### src/sv/rasst_mul.sv
`default_nettype none
// ============================================================================
// rasst_mul
// Registered 64 by LEN_W multiplier, modulo 2^64, split in two 32-bit halves.
// ============================================================================
module rasst_mul #(
    parameter int LEN_W = 17
) (
    input  wire logic              clk,
    input  wire logic [63:0]       opnd,
    input  wire logic [LEN_W-1:0]  len,
    output logic      [63:0]       prod
);
    logic [32+LEN_W-1:0] plo_reg;
    logic [31:0]         phi_reg;
    logic [32+LEN_W-1:0] phi_full;

    // Upper half only contributes its low 32 bits modulo 2^64.
    assign phi_full = opnd[63:32] * len;

    always_ff @(posedge clk)
    begin
        plo_reg <= opnd[31:0] * len;
        phi_reg <= phi_full[31:0];
    end

    // Recombine the partial products.
    assign prod = 64'(plo_reg) + {phi_reg, 32'd0};

endmodule
`default_nettype wire

### config.mk
export PLATFORM = sky130hd
export DESIGN_NAME = rasst_mul
export DESIGN_NICKNAME = d
export VERILOG_FILES = /design/src/sv/rasst_mul.sv
export SDC_FILE = /design/constraint.sdc
export NUM_CORES = 2
export LEC_CHECK = 0
export BUFFER_PORTS_ARGS = -buffer_cell sky130_fd_sc_hd__buf_2
export CORE_MARGIN = 1.5
export CORE_UTILIZATION = 32
export DETAILED_ROUTE_END_ITERATION = 8
export GPL_TIMING_DRIVEN = 0
export HOLD_SLACK_MARGIN = 0.02
export RECOVER_POWER = 100
export SLEW_MARGIN = 10
export SYNTH_ARGS = -nofsm -noshare
export SYNTH_HDL_FRONTEND = slang
export SYNTH_SLANG_ARGS = --single-unit
export TNS_END_PERCENT = 1
### constraint.sdc
create_clock -name clk -period 16.53 [get_ports clk]
set_input_delay 0.8265 -clock clk [delete_from_list [all_inputs] [get_ports clk]]
set_output_delay 0.8265 -clock clk [all_outputs]
set_load 0.02 [all_outputs]
; After elaboration in Yosys (flattened, before gate mapping)
; Cells that the tools add are included.
[totals]
out_inout_bits = 64
reg_bits = 81
[classes]
add_sub_neg = 1
multipliers = 2
[op_table]
columns = cell, n
row1 = adder 49 x 64 -> 64 bit, 1
row2 = multiplier 32 x 17 -> 49 bit, 1
row3 = multiplier 32 x 17 -> 32 bit, 1

; Depth between registers and ports, before layout
[depth]
ltp_word = 1
ltp_mapped = 26
ltp_nobuf = 23

; Least setup slack after synthesis
; No wires, ideal clock.
[synth_path]
path_type = input-to-reg
start = input port len[4]
end = register phi_reg[29]
path_slack_ns = 9.750
n_path_buf = 3
t_arrival_ns = 6.708
path_stages = 23
setup_ns = 0.072
required_ns = 16.458
cell_sequence = clkbuf_1 clkbuf_1 clkbuf_1 nand2_1 fa_1 inv_1 fa_1 fa_1 inv_1 fa_1 inv_1 fa_1 fa_1 ha_1 a21o_1 a21o_1 a211oi_2 o211ai_2 a41o_1 or4_4 a31o_1 a21oi_2 xnor2_1
[synth_between]
elab_chain_cells = 1
[synth_rtl]
columns = element, line_no
row1 = start: declaration, 11  ; input wire logic [LEN_W-1:0] len,
row2 = multiplier 32 x 17 -> 32 bit, 19  ; assign phi_full = opnd[63:32] * len;
row3 = net phi_full[29], 16  ; logic [32+LEN_W-1:0] phi_full;
row4 = end signal: assignment, 24  ; phi_reg <= phi_full[31:0];
row5 = end: declaration, 15  ; logic [31:0] phi_reg;
; The timed path passes the listed nets, and every way through them passes these cells.

; Worst setup path in the final report
[layout_path]
start = input port len[2]
end = register plo_reg[41]
[layout_between]
elab_chain_cells = 1
[layout_rtl]
columns = element, line_no
row1 = multiplier 32 x 17 -> 49 bit, 23  ; plo_reg <= opnd[31:0] * len;
row2 = end signal: assignment, 23
row3 = end: declaration, 14  ; logic [32+LEN_W-1:0] plo_reg;
; No other way between the ends.

==> impl_metrics.toml <==
[status]
outcome = "complete, but fails checks"
failed_checks = "max-capacitance violations, max-slew violations"

[layout]
final_net_count = 4911
largest_reg_flops = 49
fillers = 10400
drive_gt1_share_pct = 2.98
area_delta_synth_final_pct = 7.54

[global_routing]
gr-total-overflow = 0
track_usage_pct = 20.4
grt_pass1_vias = 25700
grt_max_degree = 18
antenna_found_initial = 16
grt_pass1_wl_microns = 156000

[setup_path]
required_ps = 16810
cpPeakStageDelay_ps = 1340
cp_top_family = "adder cells"
cp_slowest_cell = "a2111oi_0"
worstSetupStartpointType = "input pin"
arrival_ps = 9610
cp.depth = 22
crit_fanout = 10
path_cells = "clkbuf_1 -> clkbuf_1 -> nand2_1 -> fa_1 -> fa_1 -> fa_1 -> fa_1 -> inv_1 -> fa_1 -> inv_1 -> fa_1 -> inv_1 -> ha_1 -> o21ai_0 -> nor2_1 -> a211oi_1 -> a2111oi_0 -> o211ai_1 -> o31ai_1 -> a21o_1 -> a21oi_1 -> xnor2_1"
path_buf_inv = 5
cpMostUsedCell = "fa_1"
end_kind = "register"
critical_path_class = "in -> reg"

[job]
drv_cap = 2

[placement]
io_buffer_count = 125
gp_congestion = 0.940
hpwl_microns = 86100

[synthesis]
synth_fp_nets = 4775
avgSynthCellArea_sq_um = 8.61
synthSimpleGateAreaFrac_pct = 16.8
syn_inst = 3717
synthFlopType = "dfxtp_1"
yosys.area.top_type_share_pct = 48.1
synth_xor_area_share_pct = 3.31
synth_area_leader_cell = "fa_1"
synth_compound_gate_area_share_pct = 4.85
synth_top_family_by_area = "adder cells"
synthTopCellsByArea = "fa_1 48%, inv_1 11%, ha_1 8.1%"
synth_area_sq_mm = 0.0320
synth_async_sr_flop_share_pct = 0
synth.distinct_cells = 62
synth-seq-cells = 81
ys_warn_count = 0
synth_edf_count = 0
seq_area_frac_synth_pct = 5.06
synth_mux_area_share_pct = 0.0313
synth_adder_area_share_pct = 56.2

[drt]
drtPass1Iterations = 5
wl_microns = 102000
ant_nets = 0
vias_per_cell = 4.79
wire_per_inst_microns = 19.7
remaining_drc_errors = 0
via_count = 24700
first_iter_violations = 1626

[sta]
finalSetupViolCount = 0
slew_headroom_pct = -11.8
fin_crit_sh_pct = 56.4
finalHoldViolations = 0
tightest_slew_ps = 1680
slew_viol_final = 16
fin_tns_setup_ps = 0
period_needed_ps = 9330
rsz0062_at_grt = "no"
fmax_mhz = 107

[cts]
clk_pin_slew_ps = 70
ctsHoldBuffers = 0
post-cts-setup-buffer-count = 0
clk_path_buf_depth = 2
post_cts_resized = 0
cts_root_buf = "clkbuf_16"
cts.htree.levels = 3
cts_tree = "yes"
numCtsBuffers = 9
clock_sinks = 81

[die]
core_sq_mm = 0.0987
design.die.area_sq_mm = 0.102
boundaryPins = 146
rows = 115
die_w_microns = 319
initial_core_util_pct = 32.4
dieHeight_microns = 319

[min_path]
hold_path_class = "in -> reg"
whs_path_depth = 2
-- cell type report --
cell class / count / area (sq um) / area share [%]
Clock inverter: 7 / 70.1 / 0.203
Multi-Input combinational cell: 2496 / 25900 / 75.3
Clock buffer: 9 / 225 / 0.654
Inverter: 933 / 3500 / 10.2
Tap cell: 1287 / 1610 / 4.68
Buffer: 207 / 898 / 2.61
Antenna cell: 6 / 15.0 / 0.0436
Timing Repair Buffer: 125 / 546 / 1.58
Sequential cell: 81 / 1620 / 4.71
-- stage by stage --
step / setup slack (ps) / area (sq um) / utilization [%] / std cells / hold WS (ps)
final: 7200 / 34400 / 34.9 / 5151 / 815
after global routing: 6860 / 34400 / 34.9 / 5150 / 828
after CTS: 8080 / 34600 / 35.0 / 5145 / 788
after detailed placement: 7690 / 34300 / 34.7 / 5129 / 1210
after global placement: 7730 / 34300 / 34.7 / 5129 / 1190
after floorplan: 9750 / 32000 / - / 3717 / 954
-- final timing paths --
path	slack, ps	to	from
worst max-delay path	7200	plo_reg[41]	len[2]
worst min-delay path	820	plo_reg[0]	opnd[0]
-- layer usage --
layer / vias to the layer above / track usage [%] / part of all wire, %
met5: - / 0 / 0.10
met2: 869 / 32.6 / 45
met3: 184 / 3.41 / 6.9
met1: 12600 / 27.6 / 44
li1: 11000 / - / -
met4: 16 / 7.50 / 3.8
-- synth_stat cells, drive strengths merged, types with 4 or more instances --
cell / number
a21boi: 4
a21o: 36
nand4: 12
a21oi: 73
o31ai: 4
a31oi: 7
o211ai: 7
dfxtp: 81
o21a: 10
nor2: 49
and2: 316
nand2: 686
o21ai: 48
xnor2: 92
ha: 207
inv: 933
nand3: 26
buf: 32
nor3: 18
nand2b: 16
and3: 12
clkbuf: 175
xor2: 29
nor2b: 10
a211oi: 15
fa: 769
o21bai: 9
-- cell families after synthesis --
logic type,Yosys count
compound gates,237
xor+xnor,121
fa+ha+maj,976
buf+inv,1140
flops,81
mux,1
simple gates,1161
-- layout by cell type (no fill, tap or decap), drive strengths merged, types with 10 or more instances in the layout --
cell,Yosys,layout
o21ai,48,48
o21a,10,10
and3,12,12
inv,933,937
buf,32,93
nand2b,16,16
nand4,12,12
dfxtp,81,81
and2,316,316
xnor2,92,92
nand3,26,26
nor2b,10,10
nor2,49,49
a21oi,73,73
clkbuf,175,248
ha,207,207
fa,769,769
nand2,686,686
xor2,29,29
a21o,36,36
nor3,18,18
a211oi,15,15
Power is not shown: default switching activity piles up to over one toggle a cycle in this logic, so the estimate is an artifact.
